$ cat config.mk
export PLATFORM = sky130hd
export DESIGN_NAME = its_log
export DESIGN_NICKNAME = d
export VERILOG_FILES = /design/src/sv/its_pkg.sv /design/src/sv/its_log.sv
export SDC_FILE = /design/constraint.sdc
export NUM_CORES = 1
export LEC_CHECK = 0
export ABC_AREA = 1
export BUFFER_PORTS_ARGS = -buffer_cell sky130_fd_sc_hd__buf_4
export CAP_MARGIN = 20
export CORE_MARGIN = 2
export CORE_UTILIZATION = 45
export DETAILED_ROUTE_END_ITERATION = 7
export PLACE_DENSITY = 0.73
export SETUP_SLACK_MARGIN = 0.05
export SLEW_MARGIN = 10
export SYNTH_ARGS = -nofsm -noshare
export SYNTH_HDL_FRONTEND = slang
export SYNTH_SLANG_ARGS = --single-unit
$ cat constraint.sdc
create_clock -name vclk -period 7.53
set_clock_uncertainty 0.2 [all_clocks]
set_input_delay 1.1295 -clock vclk [all_inputs]
set_output_delay 1.1295 -clock vclk [all_outputs]
set_load 0.01 [all_outputs]
$ cat src/sv/its_pkg.sv
package its_pkg;

	localparam int TF_W      = 24;
	localparam int LEN_W     = 24;
	localparam int CAV_W     = 40;
	localparam int QIDF_W    = 32;
	localparam int SCORE_W   = 32;
	localparam int CFG_W     = 40;
	localparam int CFG_IDX_W = 1;
	localparam int X_W       = CAV_W + 1;
	localparam int POS_W     = 6;
	localparam int LGI_W     = 6;
	localparam int NORM_W    = 32;
	localparam int MANT_FRAC = 30;

	typedef enum logic [CFG_IDX_W-1:0] {
		REG_C_AVLEN,
		REG_QUERY_IDF
	} cfg_reg_t;

	typedef struct packed {
		logic zero_tf;
		logic zero_len;
	} post_flags_t;

	typedef struct packed {
		post_flags_t       flags;
		logic [TF_W-1:0]   tf;
	} post_tag_t;

	// Fraction bits of log2(1 + idx / 2^lbits) by repeated squaring of a Q2.30 mantissa.
	function automatic logic [63:0] log_frac(int idx, int lbits, int fbits);
		logic [63:0] y;
		logic [63:0] bits;
		logic [63:0] mask;
		mask = (64'd1 << lbits) - 64'd1;
		y = (64'd1 << MANT_FRAC) + ((64'(idx) & mask) << (MANT_FRAC - lbits));
		bits = '0;
		for (int k = 0; k < fbits; k++) begin
			y = (y * y) >> MANT_FRAC;
			bits = bits << 1;
			if (y >= (64'd2 << MANT_FRAC)) begin
				bits = bits | 64'd1;
				y = y >> 1;
			end
		end
		return bits;
	endfunction

endpackage

$ cat src/sv/its_log.sv
module its_log import its_pkg::*; #(
	parameter int FRAC_BITS      = 16,
	parameter int LOG_TABLE_BITS = 8
) (
	input  logic [X_W-1:0]              x,
	input  logic [POS_W-1:0]            pos,
	output logic [FRAC_BITS+LGI_W-1:0]  lg
);

	localparam int ENTRIES = 1 << LOG_TABLE_BITS;

	logic [FRAC_BITS-1:0]          frac_tab [ENTRIES];
	logic [X_W+LOG_TABLE_BITS-1:0] ext;
	logic [LOG_TABLE_BITS-1:0]     idx;
	logic [LGI_W-1:0]              int_part;

	for (genvar i = 0; i < ENTRIES; i++) begin : g_tab
		localparam logic [63:0] ENTRY = log_frac(i, LOG_TABLE_BITS, FRAC_BITS);
		assign frac_tab[i] = ENTRY[FRAC_BITS-1:0];
	end

	// The bits just below the leading one, with zeros filled in below bit 0.
	assign ext      = {x, {LOG_TABLE_BITS{1'b0}}} >> pos;
	assign idx      = ext[LOG_TABLE_BITS-1:0];
	assign int_part = LGI_W'(int'(pos) - FRAC_BITS);
	assign lg       = {int_part, frac_tab[idx]};

endmodule

==> impl_results.md <==
* Post-CTS sizing at 0
* FILL cells at 1615
* Peak VDD IR at 0.0671 mV
* Post-CTS setup buffers at 0
* Post-DP HPWL at 24500 µm
* Least-Margin Pin Slew at around 1.1 ns
* DR iter-0 viols at 2144
* Violated checks: design-rule violations
* Sw frac at 71.1%
* Seq cells at 0
* Required @ worst endpoint at a little over 6 ns
* Leakage power at 3.69 nW
* Final setup vio count at 0
* Post-route total power at 1.03 mW
* Pwr/cell area at ~150 nW/µm²
* Vias per inst at 6.57
* Nets at ~1.4k
* Logic pwr share at 100.0%
* Dpl cells at approximately 1.5k
* Sw power at 0.735 mW
* Unrepaired setup endpoints after global routing: no
* Critical Path Start Type: input pin
* Core Box Area at 13800 µm²
* GRT Total Usage at between 40% and 50%
* Post-route cell area at 6700 µm²
* Ant. Diodes at 0
* Fmax at 0.154 GHz
* Die Span Y at 123 µm
* Drt drc at 20
* Clock buf count at 0
* Synth Area in Adders at just under 4%
* DR WL/cell at 21.6 µm
* Vias in the first global route at ~9k
* Syn Std Cell Area at 6340 µm²
* Setup crit end kind: output pin
* Crit path cell chain: buf_4 -> inv_4 -> nand2_1 -> nand3_1 -> nand3_1 -> nand2_1 -> a21oi_1 -> nand3_1 -> inv_1 -> ha_1 -> inv_1 -> nand3_2 -> nand2_1 -> o211ai_1 -> nand2_1 -> inv_1 -> nand2_1 -> nand3_1 -> nand2_1 -> buf_4
* Hold Path Class: input pin to output pin
* Cell mode on critical path: nand2_1
* Power share of the clock group at 0%
* Hold Vio Cnt, Final at 0
* Crit path max-delay cell type: ha_1
* CP Max Fanout at 44
* Max cap viols at 0
* Combinational family with the most area after synthesis: simple AND/OR/NAND/NOR gates
* Synth area leader: nand2_1
* Slew headroom at 24.8%
* Crit path kind: input pin to output pin
* Non-Filler Instances at around 1.5k
* P_int at 0.299 mW
* Port Buffers at 69
* Gr ovfl total at 0
* Synth unique cells at 33
* Final worst path period share at 86.0%
* WL final at 33200 µm
* Syn nets at 1418
* Seq pwr share at 0%
* Xor and xnor area share after synthesis at 0%
* Die Wd at 123 µm
* CTS Hold Buffers Added at 0
* Drt first pass iters at 8
* Syn. warnings at 0
* Critical Path AT at 5.14 ns
* Proportion of layout cells with a drive suffix above 1 at under 10%
* Post-layout util at 48.4%
* First-pass GRT wire length at 50800 µm
* Initial core utilization at 45.9%
* Synth Area in Compound Gates at 11.6%
* Top cells by area, synth: nand2_1 (32%), nand3_1 (27%), nor2_1 (5.1%), a21oi_1 (4.0%), inv_1 (4.0%)
* Register area share after synthesis at 0%
* Sequential cell area at 0 µm²
* Synth Instances at 1351
* Slowest stage delay, CP at 0.42 ns
* Via Count at 10.1k
* Slew Limit Fails at 0
* Most frequent cell after synthesis: nand2_1
* Post-synthesis mux area share at 0%
* DP Area at 6700 µm²
* Initial antenna violation count at 0
* Status: finished with violations
* Simple-gate area share of the yosys netlist at 70.9%
* Synth top area share at 32.1%
* I/O pin count at 69
* Synth-to-Final Area Change at 5.58%
* Die ar. at 15100 µm²
* Mean Syn Cell Area at 4.70 µm²
* Antenna Nets Post-Route at 0
* Top cells by count, synth: nand2_1 (542), nand3_1 (339), nor2_1 (87)
* Largest net degree at the start of global routing at 78
* Setup TNS at 0 ns
* Final Critical Period at approximately 6.5 ns
* Row cnt at 43
* GP Congestion at 1.12
==> logic make-up (layout without fill, tap and decap cells) <==
kind of cell / count (synthesis) / in the layout
and+or+nand+nor: 1027 / 1027
buffers and inverters: 168 / 169
AOI/OAI and AO/OA: 136 / 136
adders and majority gates: 20 / 20
==> area by class of cell <==
| type | count | area (µm²) | area share [%] |
|---|---|---|---|
| timing repair buffer | 92 | 691 | 10.3 |
| multi-input combinational | 1183 | 5490 | 81.9 |
| inverter | 77 | 294 | 4.39 |
| tap | 180 | 225 | 3.36 |
==> power by group through the flow <==
stage | clock network, mW | registers, mW | logic [mW]
finish | 0 | 0 | 1.03
global route | 0 | 0 | 1.10
CTS | 0 | 0 | 0.970
detailed placement | 0 | 0 | 0.966
global placement | 0 | 0 | 0.974
floorplan | 0 | 0 | 0.663
==> placed cells by master (no fill, tap or decap), types with 3 or more instances in the layout <==
master    Yosys  routed
nand3_1     339     339
o21ai_0      48      48
a31oi_1       3       3
nand2_2      13      12
o211ai_1     11      11
o21ai_1      16      16
nor2_2        4       4
inv_1        68      68
nand4_1      21      21
nor2_1       87      87
a21oi_1      51      51
buf_4        20      92
nor2_4        5       5
nand3_2       6       6
ha_1         20      20
inv_2         6       6
nand2_1     542     542
nand2_4       5       6
==> per-stage QoR <==
| stage | hold slack, ns | setup WS, ns |
|---|---|---|
| 5_1_grt | 2.31 | 0.855 |
| 3_5_place_dp | 2.30 | 1.37 |
| 2_1_floorplan | 2.15 | 2.53 |
| 6_report | 2.29 | 1.06 |
| 3_3_place_gp | 2.29 | 1.33 |
| 4_1_cts | 2.30 | 1.35 |
==> routing by layer <==
layer / global-route usage, % / wire length [µm] / vias to the layer above
met5: 0 / 0 / -
met4: 18.5 / 2020 / 0
met3: 15.0 / 5740 / 204
met2: 60.9 / 12900 / 993
met1: 59.7 / 12500 / 4379
li1: - / - / 4485
==> worst paths after layout <==
path,end,startpoint,slack (ns),cells after the start
worst max-delay path,lg[1],pos[0],1.06,20
worst min-delay path,lg[18],pos[2],2.29,2
==> critical path, delay by kind of cell <==
| kind | cells | cell delay, ns |
|---|---|---|
| adder cells (fa/ha/maj) | 1 | 0.42 |
| AND/OR/NAND/NOR | 11 | 1.83 |
| buffers and inverters | 6 | 1.41 |
| AO/OA/AOI/OAI | 2 | 0.35 |
Note: power is estimated with default switching activity, not from simulation.
